--- src/design/lsfg_pkg.sv ---
// ----------------------------------------------------------------------------
// lsfg_pkg: shared types, constants and colour tables
// Effect codes, sparkle direction codes, controller/datapath command and
// status structs, and the fixed colour tables of the chase and palette effects.
// ----------------------------------------------------------------------------
`default_nettype none

package lsfg_pkg;

  localparam int unsigned LedCount = 30;
  localparam int unsigned PixW     = 5;   // pixel_index width
  localparam int unsigned ChanW    = 8;   // one colour channel
  localparam int unsigned TimeW    = 16;  // elapsed and interval registers
  localparam int unsigned CfgIdxW  = 1;

  localparam logic [PixW-1:0]    LastPix = PixW'(LedCount - 1);
  localparam logic [CfgIdxW-1:0] CfgChaseInterval   = 1'b0;
  localparam logic [CfgIdxW-1:0] CfgSparkleInterval = 1'b1;
  localparam logic [TimeW-1:0]   ChaseIntervalRst   = 16'd200;
  localparam logic [TimeW-1:0]   SparkleIntervalRst = 16'd20;
  localparam logic [ChanW-1:0]   SparkleStep        = 8'd3;

  typedef enum logic [2:0] {
    EFF_WHITE_CHASE = 3'd0,
    EFF_BLUE_CHASE  = 3'd1,
    EFF_PALETTE     = 3'd2,
    EFF_SPARKLE     = 3'd3,
    EFF_CANDLE      = 3'd4,
    EFF_OFF         = 3'd5
  } effect_e;

  typedef enum logic [1:0] {
    DIR_IDLE = 2'd0,
    DIR_RISE = 2'd1,
    DIR_FALL = 2'd2
  } dir_e;

  typedef enum logic {
    ST_IDLE = 1'b0,
    ST_EMIT = 1'b1
  } ctrl_state_e;

  typedef struct packed {
    logic [ChanW-1:0] r;
    logic [ChanW-1:0] g;
    logic [ChanW-1:0] b;
  } rgb_t;

  // controller -> datapath
  typedef struct packed {
    logic take;  // request accepted this cycle
    logic emit;  // load the next pixel into the output register
  } lsfg_cmd_t;

  // datapath -> controller
  typedef struct packed {
    logic frame_due;  // accepted request starts a frame
    logic last;       // pixel counter sits on the last pixel
    logic out_free;   // output register can take a pixel
  } lsfg_sts_t;

  function automatic rgb_t chase_color(input logic white, input logic [1:0] idx);
    rgb_t c;
    c = '0;
    unique case (idx)
      2'd0: c = '{r: 8'd255, g: 8'd0, b: 8'd0};
      2'd1: c = '{r: 8'd0, g: 8'd255, b: 8'd0};
      2'd2: c = white ? '{r: 8'd200, g: 8'd200, b: 8'd200}
                      : '{r: 8'd0, g: 8'd0, b: 8'd255};
      default: c = '0;
    endcase
    return c;
  endfunction

  function automatic rgb_t palette_color(input logic [2:0] idx);
    rgb_t c;
    c = '0;
    unique case (idx)
      3'd0: c = '{r: 8'd255, g: 8'd0,   b: 8'd0};
      3'd1: c = '{r: 8'd255, g: 8'd165, b: 8'd0};
      3'd2: c = '{r: 8'd255, g: 8'd255, b: 8'd0};
      3'd3: c = '{r: 8'd0,   g: 8'd255, b: 8'd0};
      3'd4: c = '{r: 8'd0,   g: 8'd0,   b: 8'd255};
      3'd5: c = '{r: 8'd128, g: 8'd0,   b: 8'd128};
      default: c = '0;
    endcase
    return c;
  endfunction

endpackage

`default_nettype wire

--- src/design/lsfg_if.sv ---
// ----------------------------------------------------------------------------
// lsfg channel interfaces
// Valid/ready channels for requests, pixel results and register writes.
// ----------------------------------------------------------------------------
`default_nettype none

interface lsfg_req_if;
  import lsfg_pkg::*;
  logic            valid;
  logic            ready;
  logic            mode;
  logic            sparkle_trigger;
  logic [PixW-1:0] sparkle_pick;
  modport source (output valid, mode, sparkle_trigger, sparkle_pick, input ready);
  modport sink   (input valid, mode, sparkle_trigger, sparkle_pick, output ready);
endinterface

interface lsfg_rsp_if;
  import lsfg_pkg::*;
  logic             valid;
  logic             ready;
  logic [PixW-1:0]  pixel_index;
  logic [ChanW-1:0] red;
  logic [ChanW-1:0] green;
  logic [ChanW-1:0] blue;
  logic             frame_end;
  modport source (output valid, pixel_index, red, green, blue, frame_end, input ready);
  modport sink   (input valid, pixel_index, red, green, blue, frame_end, output ready);
endinterface

interface lsfg_cfg_if;
  import lsfg_pkg::*;
  logic               valid;
  logic               ready;
  logic [CfgIdxW-1:0] index;
  logic [TimeW-1:0]   data;
  modport source (output valid, index, data, input ready);
  modport sink   (input valid, index, data, output ready);
endinterface

`default_nettype wire

--- src/design/led_strip_effect_frame_generator_unit.sv ---
// ----------------------------------------------------------------------------
// led_strip_effect_frame_generator_unit: LED strip effect frame generator
// Top level: sequencer plus datapath, wired to the request, pixel and
// register channels.
// ----------------------------------------------------------------------------
// Each request is either a 1 ms tick (mode 0) or an effect advance (mode 1).
// An advance steps through the six effects (two chases, palette rotation,
// sparkle, candle, off) and always produces a black frame; a tick produces a
// frame only when the elapsed time has reached the active effect's interval
// (candle and off never produce one). A frame is 30 pixel results, one per
// cycle unless the pixel sink stalls, through a single output register, the
// last carrying frame_end. A request that produces a frame holds off the next
// request, since the sequencer walks the pixel counter once per frame and
// accepts the next request only after the last pixel is loaded. Per-LED
// sparkle state lives in flops that reset clears directly, so the block is
// ready right out of reset. Registers (index 0 chase interval, 1 sparkle
// interval) are always accepted and should be written while no frame is in
// flight.
// ----------------------------------------------------------------------------
`default_nettype none

module led_strip_effect_frame_generator_unit (
  input  wire logic   clk_i,
  input  wire logic   rst_ni,
  lsfg_cfg_if.sink    cfg_i,
  lsfg_req_if.sink    req_i,
  lsfg_rsp_if.source  rsp_o
);
  import lsfg_pkg::*;

  lsfg_cmd_t cmd;
  lsfg_sts_t sts;

  assign cfg_i.ready = 1'b1;

  lsfg_ctrl u_ctrl (
    .clk_i       (clk_i),
    .rst_ni      (rst_ni),
    .req_valid_i (req_i.valid),
    .req_ready_o (req_i.ready),
    .sts_i       (sts),
    .cmd_o       (cmd)
  );

  lsfg_datapath u_datapath (
    .clk_i             (clk_i),
    .rst_ni            (rst_ni),
    .cfg_valid_i       (cfg_i.valid),
    .cfg_index_i       (cfg_i.index),
    .cfg_data_i        (cfg_i.data),
    .mode_i            (req_i.mode),
    .sparkle_trigger_i (req_i.sparkle_trigger),
    .sparkle_pick_i    (req_i.sparkle_pick),
    .cmd_i             (cmd),
    .sts_o             (sts),
    .rsp_ready_i       (rsp_o.ready),
    .rsp_valid_o       (rsp_o.valid),
    .pixel_index_o     (rsp_o.pixel_index),
    .red_o             (rsp_o.red),
    .green_o           (rsp_o.green),
    .blue_o            (rsp_o.blue),
    .frame_end_o       (rsp_o.frame_end)
  );

endmodule

`default_nettype wire

--- src/design/lsfg_ctrl.sv ---
// ----------------------------------------------------------------------------
// lsfg_ctrl: frame sequencer
// Takes requests while idle and steps the datapath through one frame.
// ----------------------------------------------------------------------------
`default_nettype none

module lsfg_ctrl (
  input  wire logic               clk_i,
  input  wire logic               rst_ni,
  input  wire logic               req_valid_i,
  output logic                    req_ready_o,
  input  wire lsfg_pkg::lsfg_sts_t sts_i,
  output lsfg_pkg::lsfg_cmd_t     cmd_o
);
  import lsfg_pkg::*;

  ctrl_state_e state_q, state_d;

  always_ff @(posedge clk_i or negedge rst_ni) begin
    if (!rst_ni) begin
      state_q <= ST_IDLE;
    end else begin
      state_q <= state_d;
    end
  end

  // next state
  always_comb begin
    state_d = state_q;
    unique case (state_q)
      ST_IDLE: begin
        if (req_valid_i && sts_i.frame_due) state_d = ST_EMIT;
      end
      ST_EMIT: begin
        if (sts_i.out_free && sts_i.last) state_d = ST_IDLE;
      end
      default: state_d = ST_IDLE;
    endcase
  end

  // outputs
  always_comb begin
    req_ready_o = 1'b0;
    cmd_o       = '0;
    unique case (state_q)
      ST_IDLE: begin
        req_ready_o = 1'b1;
        cmd_o.take  = req_valid_i;
      end
      ST_EMIT: begin
        cmd_o.emit = sts_i.out_free;
      end
      default: ;
    endcase
  end

  a_no_req_in_frame: assert property (@(posedge clk_i) disable iff (!rst_ni)
    (state_q == ST_EMIT) |-> !req_ready_o)
    else $error("request taken during a frame");

  a_emit_needs_room: assert property (@(posedge clk_i) disable iff (!rst_ni)
    cmd_o.emit |-> sts_i.out_free)
    else $error("pixel loaded over a waiting result");

  a_last_ends_frame: assert property (@(posedge clk_i) disable iff (!rst_ni)
    (cmd_o.emit && sts_i.last) |=> (state_q == ST_IDLE))
    else $error("frame did not end after last pixel");

  a_take_starts: assert property (@(posedge clk_i) disable iff (!rst_ni)
    (cmd_o.take && sts_i.frame_due) |=> (state_q == ST_EMIT))
    else $error("frame request did not start a frame");

endmodule

`default_nettype wire

--- src/design/lsfg_datapath.sv ---
// ----------------------------------------------------------------------------
// lsfg_datapath: effect state, pixel generation and output register
// Holds registers, timer, phases and per-LED sparkle state; makes one pixel
// per emit command.
// ----------------------------------------------------------------------------
`default_nettype none

module lsfg_datapath (
  input  wire logic                         clk_i,
  input  wire logic                         rst_ni,
  // register writes
  input  wire logic                         cfg_valid_i,
  input  wire logic [lsfg_pkg::CfgIdxW-1:0] cfg_index_i,
  input  wire logic [lsfg_pkg::TimeW-1:0]   cfg_data_i,
  // request payload
  input  wire logic                         mode_i,
  input  wire logic                         sparkle_trigger_i,
  input  wire logic [lsfg_pkg::PixW-1:0]    sparkle_pick_i,
  // controller
  input  wire lsfg_pkg::lsfg_cmd_t          cmd_i,
  output lsfg_pkg::lsfg_sts_t               sts_o,
  // results
  input  wire logic                         rsp_ready_i,
  output logic                              rsp_valid_o,
  output logic [lsfg_pkg::PixW-1:0]         pixel_index_o,
  output logic [lsfg_pkg::ChanW-1:0]        red_o,
  output logic [lsfg_pkg::ChanW-1:0]        green_o,
  output logic [lsfg_pkg::ChanW-1:0]        blue_o,
  output logic                              frame_end_o
);
  import lsfg_pkg::*;

  function automatic logic [ChanW-1:0] sat_add(input logic [ChanW-1:0] a,
                                               input logic [ChanW-1:0] b);
    logic [ChanW:0] s;
    s = {1'b0, a} + {1'b0, b};
    return s[ChanW] ? '1 : s[ChanW-1:0];
  endfunction

  logic [TimeW-1:0] chase_int_q, sparkle_int_q;
  effect_e          effect_q, effect_nxt;
  logic [TimeW-1:0] elapsed_q, elapsed_inc, interval;
  logic [1:0]       ph_white_q, ph_blue_q;
  logic [2:0]       ph_pal_q;
  logic [2:0]       col_q;       // colour index of the current pixel
  logic             black_q;     // frame is the all-black advance frame
  logic             trig_q;
  logic [PixW-1:0]  pick_q;
  logic [PixW-1:0]  pix_q;
  logic [ChanW-1:0] lvl_q [LedCount];
  dir_e             dir_q [LedCount];
  logic             tick_due;

  // pixel path
  logic [ChanW-1:0] lv_cur, lv_new;
  logic [ChanW:0]   lv_up;
  dir_e             dir_cur, dir_new;
  logic             hit;
  rgb_t             pix_rgb;

  logic             out_valid_q;
  logic [PixW-1:0]  out_idx_q;
  rgb_t             out_rgb_q;
  logic             out_end_q;

  // timer
  assign elapsed_inc = (elapsed_q == '1) ? elapsed_q : elapsed_q + 1'b1;
  assign interval    = (effect_q == EFF_SPARKLE) ? sparkle_int_q : chase_int_q;
  assign tick_due    = (effect_q == EFF_WHITE_CHASE || effect_q == EFF_BLUE_CHASE ||
                        effect_q == EFF_PALETTE || effect_q == EFF_SPARKLE) &&
                       (elapsed_inc >= interval);
  assign effect_nxt  = (effect_q == EFF_OFF) ? EFF_WHITE_CHASE : effect_e'(effect_q + 3'd1);

  assign sts_o.frame_due = mode_i || tick_due;
  assign sts_o.last      = (pix_q == LastPix);
  assign sts_o.out_free  = !out_valid_q || rsp_ready_i;

  // sparkle step for the current LED; a fresh trigger starts rising this frame
  always_comb begin
    lv_cur  = lvl_q[pix_q];
    dir_cur = dir_q[pix_q];
    hit     = trig_q && (pick_q == pix_q) && (dir_cur != DIR_RISE) && (dir_cur != DIR_FALL);
    lv_up   = {1'b0, lv_cur} + {1'b0, SparkleStep};
    lv_new  = lv_cur;
    dir_new = DIR_IDLE;
    if (hit || dir_cur == DIR_RISE) begin
      if (lv_up >= 9'd255) begin
        lv_new  = '1;
        dir_new = DIR_FALL;
      end else begin
        lv_new  = lv_up[ChanW-1:0];
        dir_new = DIR_RISE;
      end
    end else if (dir_cur == DIR_FALL) begin
      if (lv_cur <= SparkleStep) begin
        lv_new  = '0;
        dir_new = DIR_IDLE;
      end else begin
        lv_new  = lv_cur - SparkleStep;
        dir_new = DIR_FALL;
      end
    end
  end

  always_comb begin
    pix_rgb = '0;
    if (!black_q) begin
      unique case (effect_q)
        EFF_WHITE_CHASE: pix_rgb = chase_color(1'b1, col_q[1:0]);
        EFF_BLUE_CHASE:  pix_rgb = chase_color(1'b0, col_q[1:0]);
        EFF_PALETTE:     pix_rgb = palette_color(col_q);
        EFF_SPARKLE: begin
          pix_rgb.r = sat_add(8'd10, lv_new);
          pix_rgb.g = sat_add(8'd10, lv_new);
          pix_rgb.b = sat_add(8'd20, lv_new);
        end
        default: pix_rgb = '0;
      endcase
    end
  end

  // control and effect state
  always_ff @(posedge clk_i or negedge rst_ni) begin
    if (!rst_ni) begin
      chase_int_q   <= ChaseIntervalRst;
      sparkle_int_q <= SparkleIntervalRst;
      effect_q      <= EFF_WHITE_CHASE;
      elapsed_q     <= '0;
      ph_white_q    <= '0;
      ph_blue_q     <= '0;
      ph_pal_q      <= '0;
      col_q         <= '0;
      black_q       <= 1'b0;
      trig_q        <= 1'b0;
      pick_q        <= '0;
      pix_q         <= '0;
      out_valid_q   <= 1'b0;
      for (int i = 0; i < LedCount; i++) begin
        lvl_q[i] <= '0;
        dir_q[i] <= DIR_IDLE;
      end
    end else begin
      if (cfg_valid_i) begin
        unique case (cfg_index_i)
          CfgChaseInterval:   chase_int_q   <= cfg_data_i;
          CfgSparkleInterval: sparkle_int_q <= cfg_data_i;
          default: ;
        endcase
      end

      if (cmd_i.take) begin
        pix_q   <= '0;
        trig_q  <= sparkle_trigger_i;
        pick_q  <= sparkle_pick_i;
        black_q <= mode_i;
        if (mode_i) begin
          effect_q <= effect_nxt;
          if (effect_nxt == EFF_SPARKLE) begin
            for (int i = 0; i < LedCount; i++) begin
              lvl_q[i] <= '0;
              dir_q[i] <= DIR_IDLE;
            end
          end
        end else begin
          elapsed_q <= tick_due ? '0 : elapsed_inc;
          if (tick_due) begin
            unique case (effect_q)
              EFF_WHITE_CHASE: begin
                col_q      <= {1'b0, ph_white_q};
                ph_white_q <= (ph_white_q == 2'd2) ? 2'd0 : ph_white_q + 2'd1;
              end
              EFF_BLUE_CHASE: begin
                col_q     <= {1'b0, ph_blue_q};
                ph_blue_q <= (ph_blue_q == 2'd2) ? 2'd0 : ph_blue_q + 2'd1;
              end
              EFF_PALETTE: begin
                col_q    <= ph_pal_q;
                ph_pal_q <= (ph_pal_q == 3'd5) ? 3'd0 : ph_pal_q + 3'd1;
              end
              default: ;
            endcase
          end
        end
      end

      if (cmd_i.emit) begin
        pix_q <= pix_q + 1'b1;
        if (effect_q == EFF_PALETTE) begin
          col_q <= (col_q == 3'd5) ? 3'd0 : col_q + 3'd1;
        end else begin
          col_q <= (col_q == 3'd2) ? 3'd0 : col_q + 3'd1;
        end
        if (!black_q && effect_q == EFF_SPARKLE) begin
          lvl_q[pix_q] <= lv_new;
          dir_q[pix_q] <= dir_new;
        end
      end

      if (cmd_i.emit) begin
        out_valid_q <= 1'b1;
      end else if (rsp_ready_i) begin
        out_valid_q <= 1'b0;
      end
    end
  end

  // result payload
  always_ff @(posedge clk_i) begin
    if (cmd_i.emit) begin
      out_idx_q <= pix_q;
      out_rgb_q <= pix_rgb;
      out_end_q <= (pix_q == LastPix);
    end
  end

  assign rsp_valid_o   = out_valid_q;
  assign pixel_index_o = out_idx_q;
  assign red_o         = out_rgb_q.r;
  assign green_o       = out_rgb_q.g;
  assign blue_o        = out_rgb_q.b;
  assign frame_end_o   = out_end_q;

endmodule

`default_nettype wire
--- src/flat_wrapper.sv ---
// flat-port wrapper written by rule: the top's interface ports become plain ports
module led_strip_effect_frame_generator_unit_flat import lsfg_pkg::*;
  (clk_i, rst_ni, cfg_i_valid, cfg_i_index, cfg_i_data, cfg_i_ready, req_i_valid, req_i_mode, req_i_sparkle_trigger, req_i_sparkle_pick, req_i_ready, rsp_o_valid, rsp_o_pixel_index, rsp_o_red, rsp_o_green, rsp_o_blue, rsp_o_frame_end, rsp_o_ready);
  lsfg_cfg_if cfg_i_i ();
  lsfg_req_if req_i_i ();
  lsfg_rsp_if rsp_o_i ();
  input  wire logic clk_i;
  input  wire logic rst_ni;
  input wire logic [$bits(cfg_i_i.valid)-1:0] cfg_i_valid;
  input wire logic [$bits(cfg_i_i.index)-1:0] cfg_i_index;
  input wire logic [$bits(cfg_i_i.data)-1:0] cfg_i_data;
  output wire logic [$bits(cfg_i_i.ready)-1:0] cfg_i_ready;
  input wire logic [$bits(req_i_i.valid)-1:0] req_i_valid;
  input wire logic [$bits(req_i_i.mode)-1:0] req_i_mode;
  input wire logic [$bits(req_i_i.sparkle_trigger)-1:0] req_i_sparkle_trigger;
  input wire logic [$bits(req_i_i.sparkle_pick)-1:0] req_i_sparkle_pick;
  output wire logic [$bits(req_i_i.ready)-1:0] req_i_ready;
  output wire logic [$bits(rsp_o_i.valid)-1:0] rsp_o_valid;
  output wire logic [$bits(rsp_o_i.pixel_index)-1:0] rsp_o_pixel_index;
  output wire logic [$bits(rsp_o_i.red)-1:0] rsp_o_red;
  output wire logic [$bits(rsp_o_i.green)-1:0] rsp_o_green;
  output wire logic [$bits(rsp_o_i.blue)-1:0] rsp_o_blue;
  output wire logic [$bits(rsp_o_i.frame_end)-1:0] rsp_o_frame_end;
  input wire logic [$bits(rsp_o_i.ready)-1:0] rsp_o_ready;
  assign cfg_i_i.valid = cfg_i_valid;
  assign cfg_i_i.index = cfg_i_index;
  assign cfg_i_i.data = cfg_i_data;
  assign cfg_i_ready = cfg_i_i.ready;
  assign req_i_i.valid = req_i_valid;
  assign req_i_i.mode = req_i_mode;
  assign req_i_i.sparkle_trigger = req_i_sparkle_trigger;
  assign req_i_i.sparkle_pick = req_i_sparkle_pick;
  assign req_i_ready = req_i_i.ready;
  assign rsp_o_valid = rsp_o_i.valid;
  assign rsp_o_pixel_index = rsp_o_i.pixel_index;
  assign rsp_o_red = rsp_o_i.red;
  assign rsp_o_green = rsp_o_i.green;
  assign rsp_o_blue = rsp_o_i.blue;
  assign rsp_o_frame_end = rsp_o_i.frame_end;
  assign rsp_o_i.ready = rsp_o_ready;
  led_strip_effect_frame_generator_unit u_core (.clk_i(clk_i), .rst_ni(rst_ni), .cfg_i(cfg_i_i), .req_i(req_i_i), .rsp_o(rsp_o_i));
endmodule
--- config.mk ---
export PLATFORM = sky130hd
export DESIGN_NAME = led_strip_effect_frame_generator_unit_flat
export DESIGN_NICKNAME = d
export VERILOG_FILES = /design/src/design/lsfg_pkg.sv /design/src/design/lsfg_if.sv /design/src/design/led_strip_effect_frame_generator_unit.sv /design/src/design/lsfg_ctrl.sv /design/src/design/lsfg_datapath.sv /design/src/flat_wrapper.sv
export SDC_FILE = /design/constraint.sdc
export NUM_CORES = 1
export LEC_CHECK = 0
export ABC_AREA = 1
export BUFFER_PORTS_ARGS = -buffer_cell sky130_fd_sc_hd__buf_2
export CAP_MARGIN = 20
export CORE_MARGIN = 2
export CORE_UTILIZATION = 43
export DETAILED_ROUTE_END_ITERATION = 6
export MAX_ROUTING_LAYER = met4
export SYNTH_ARGS = -nofsm -noshare
export SYNTH_HDL_FRONTEND = slang
export SYNTH_SLANG_ARGS = --single-unit
--- constraint.sdc ---
create_clock -name clk_i -period 3.7 [get_ports clk_i]
set_input_delay 0.37 -clock clk_i [delete_from_list [all_inputs] [get_ports clk_i]]
set_output_delay 0.37 -clock clk_i [all_outputs]
set_load 0.02 [all_outputs]
==> impl_results.md <==
* Status: complete, but fails checks
* Violated checks: negative setup slack
* Post-synthesis sequential area ratio at 49.5%
* Worst-Margin Slew at around 1400 ps
* Synth warn at 0
* Final min period at 3830 ps
* Die X at around 220 um
* Yosys reg bits at ~410
* Commonest non-fill, non-tap cells in the layout: nand2_1 (452), o21ai_0 (401), dfrtp_1 (368)
* Nets at ~2900
* Syn Inst Count at 2630
* Root buf cell: clkbuf_16
* Crit Path Max Fanout at 12
* First-pass GRT wire length at ~100 mm
* WL per Instance at 18.6 um
* Antenna-violating nets left at 0
* Antenna fix cells at 0
* Synth cell types at 46
* Total wire length at 64.0 mm
* Placed cells at between 3000 and 4000
* Synth Area in Adders at 2.16%
* Main combinational cell family by area after synthesis: simple AND/OR/NAND/NOR gates
* Worst Path Arrival at 4310 ps
* Core area at 47700 um^2
* DIE AREA at 50200 um^2
* Worst hold path class: primary input to register
* Ys flop type: dfrtp_1
* DP HPWL at slightly below 40 mm
* Worst R2R Start: u_core.u_datapath.elapsed_q[3]$_DFFE_PN0P_
* Worst Hold Path Cells at 3
* Pin count of the biggest net entering global routing at roughly 250
* Die height at about 220 um
* Post-Layout Cell Count at around 3400
* Area Overhead vs Synth at 25.4%
* Global Route Usage Sum at 25.7%
* Worst-path clk slew at 60 ps
* Placer Congestion at 0.860
* CP Launch Type: register
* Placed inst area at around 23000 um^2
* Final setup fails at 38
* Vias post-DR at 18963
* Syn_nets at 2695
* Inserted Clock Buffers at 46
* Max-slew headroom at between 7 and 8%
* Hold path startpoint: req_i_sparkle_trigger
* Post-synthesis compound-gate area fraction at 14.2%
* EDFF count, synth at 30
* Remaining Overflow, GRT at 0
* DR DRC count at 0
* Fillers at between 4000 and 5000
* Final Hold Violating Endpoints at 0
* Vias in the first global route at 17895
* Starting density of the core at 43.6%
* Initial DRC Count at 1993
* Final Cell Area at 26100 um^2
* Fin crit share at 103%
* Synth Area per Inst at roughly 7.9 um^2
* Top Ports at 62
* RSZ-0062 raised after global routing: yes
* Final worst clock skew at 17.7 ps
* Simple-gate share of the synthesized area at 24.3%
* Post-synthesis mux area share at 0.818%
* Setup ws final at -125 ps
* Reg2Reg Depth at 27
* Max-cap viol count at 0
* DRT Pass-1 Iters at 7
* Share of post-route cells with drive strength above 1 at 22.9%
* Clock tree from TritonCTS: built
* Fmax at 0.261 GHz
* H-tree depth at 2
* Commonest non-fill, non-tap cell in the layout: nand2_1
* Required @ worst endpoint at 4180 ps
* Critical path startpoint: u_core.u_datapath.elapsed_q[3]$_DFFE_PN0P_
* Initial antenna violation count at 0
* CP Capture Type: register
* Synth Area in XOR/XNOR at 0.674%
* Clk_lat worst skew at 580 ps
* Fin. max-slew vios at 0
* Rows at 80
* Crit path kind: register to register
* Clock tree buffer depth at 3
* Ys async rst share at 92.6%
* Vias/cell at 5.51
* # port buffers at 60
* CTS Sinks at 405
* Netlist Area Pre-Place at 20800 um^2
-- worst max-delay path, stage by stage (launching register included) --
cell	delay, ps
dfrtp_1	360
inv_2	60
nor4_4	290
inv_1	110
nor3_2	160
nand4_1	170
nor2_2	170
inv_2	70
nor2_4	120
buf_6	130
buf_4	110
nor2_1	30
inv_1	80
o21ai_2	80
inv_1	60
ha_1	220
o21a_1	110
o21a_1	180
o211ai_1	150
nand2_1	70
nand3_1	80
nand2_1	80
a21oi_2	190
o21ai_2	80
nand2_2	160
nand2_1	90
buf_6	160
o31ai_2	170
-- registers in the layout (all words and copies together), names as in the netlist --
name	count
u_core.u_datapath.black_q	1
u_core.u_datapath.green_o	8
u_core.u_datapath.pix_q	5
u_core.u_datapath.rsp_valid_o	1
u_core.u_datapath.red_o	8
u_core.u_datapath.chase_int_q	16
u_core.u_datapath.pixel_index_o	5
u_core.u_datapath.pick_q	5
u_core.u_datapath.ph_white_q	2
u_core.u_datapath.ph_blue_q	2
u_core.u_datapath.lvl_q	240
u_core.u_datapath.trig_q	1
u_core.u_datapath.elapsed_q	16
u_core.u_datapath.col_q	3
u_core.u_datapath.sparkle_int_q	16
u_core.u_datapath.ph_pal_q	3
u_core.u_datapath.blue_o	8
u_core.u_datapath.effect_q	3
u_core.u_datapath.frame_end_o	1
u_core.u_datapath.dir_q	60
u_core.u_ctrl.state_q	1
-- synthesized netlist by cell type (all sizes together), types with 4 or more instances --
| master | instances | area (um^2) |
|---|---|---|
| a21oi | 45 | 236 |
| buf | 57 | 364 |
| clkbuf | 134 | 503 |
| dfrtp | 370 | 9260 |
| dfstp | 5 | 131 |
| edfxtp | 30 | 901 |
| ha | 36 | 450 |
| inv | 232 | 873 |
| mux2i | 17 | 170 |
| nand2 | 555 | 2140 |
| nand3 | 385 | 1940 |
| nand4 | 10 | 62.6 |
| nor2 | 198 | 796 |
| nor3 | 14 | 75.1 |
| nor4 | 6 | 37.5 |
| o211ai | 6 | 45.0 |
| o21ai | 452 | 2260 |
| o22ai | 36 | 225 |
| o31ai | 4 | 30.0 |
| xor2 | 15 | 131 |
-- metal layers --
layer | vias up | share of wire (%) | global-route usage, %
met2 | 520 | 46 | 39.3
met1 | 9299 | 46 | 35.5
li1 | 9031 | - | -
met4 | 0 | 2.6 | 6.97
met5 | - | 0 | -
met3 | 113 | 5.4 | 4.28
-- metrics by stage --
step	hold slack, ps	utilization, %	setup WS [ps]	TNS, ps
final	22.0	54.6	-125	-2120
after global placement	467	47.2	-209	-3500
after detailed placement	474	47.2	-292	-7100
after floorplan	74.4	-	35.0	0
after global routing	17.7	54.6	-403	-13000
after CTS	2.12	52.0	-129	-1280
-- logic make-up after synthesis --
| logic type | Yosys count |
|---|---|
| XOR/XNOR | 16 |
| multiplexers | 17 |
| AND/OR/NAND/NOR | 1168 |
| adder cells (fa/ha/maj) | 36 |
| buffers and inverters | 424 |
| flip-flops | 405 |
| AO/OA/AOI/OAI | 563 |
| other | 1 |
-- worst paths after layout --
| path | slack [ps] | endpoint |
|---|---|---|
| worst min-delay path | 20 | u_core.u_datapath.trig_q$_DFFE_PN0P_ |
| max in group asynchronous | 2150 | u_core.u_datapath.lvl_q[27]$_DFF_PN0_ |
| worst min register to register | 480 | u_core.u_datapath.chase_int_q[11]$_DFFE_PN0P_ |
| worst max-delay path | -130 | u_core.u_datapath.elapsed_q[8]$_DFFE_PN0P_ |
| worst max register to register | -130 | u_core.u_datapath.elapsed_q[8]$_DFFE_PN0P_ |
| min in group asynchronous | 470 | u_core.u_datapath.lvl_q[234]$_DFF_PN0_ |
-- layout make-up --
cell class                 instances  area [um^2]  area share [%]
sequential                       405        10300            39.5
clock buffer                      75         1510            5.77
clock inverter                     7         60.1           0.230
inverter                         233          911            3.49
tap                              615          769            2.95
timing repair buffer             305         2740            10.5
multi-input combinational       1801         9800            37.6
-- what timing repair did --
item | CTS | global route
resized for setup | 94 | 252
endpoints found under the hold margin | 103 | 0
hold buffers | 6 | 0
cloned | 6 | 6
setup endpoints to repair | 50 | 176
pin swaps | 41 | 96
buffers inserted | 28 | 37
Power is not shown: default switching activity piles up to over one toggle a cycle in this logic, so the estimate is an artifact.
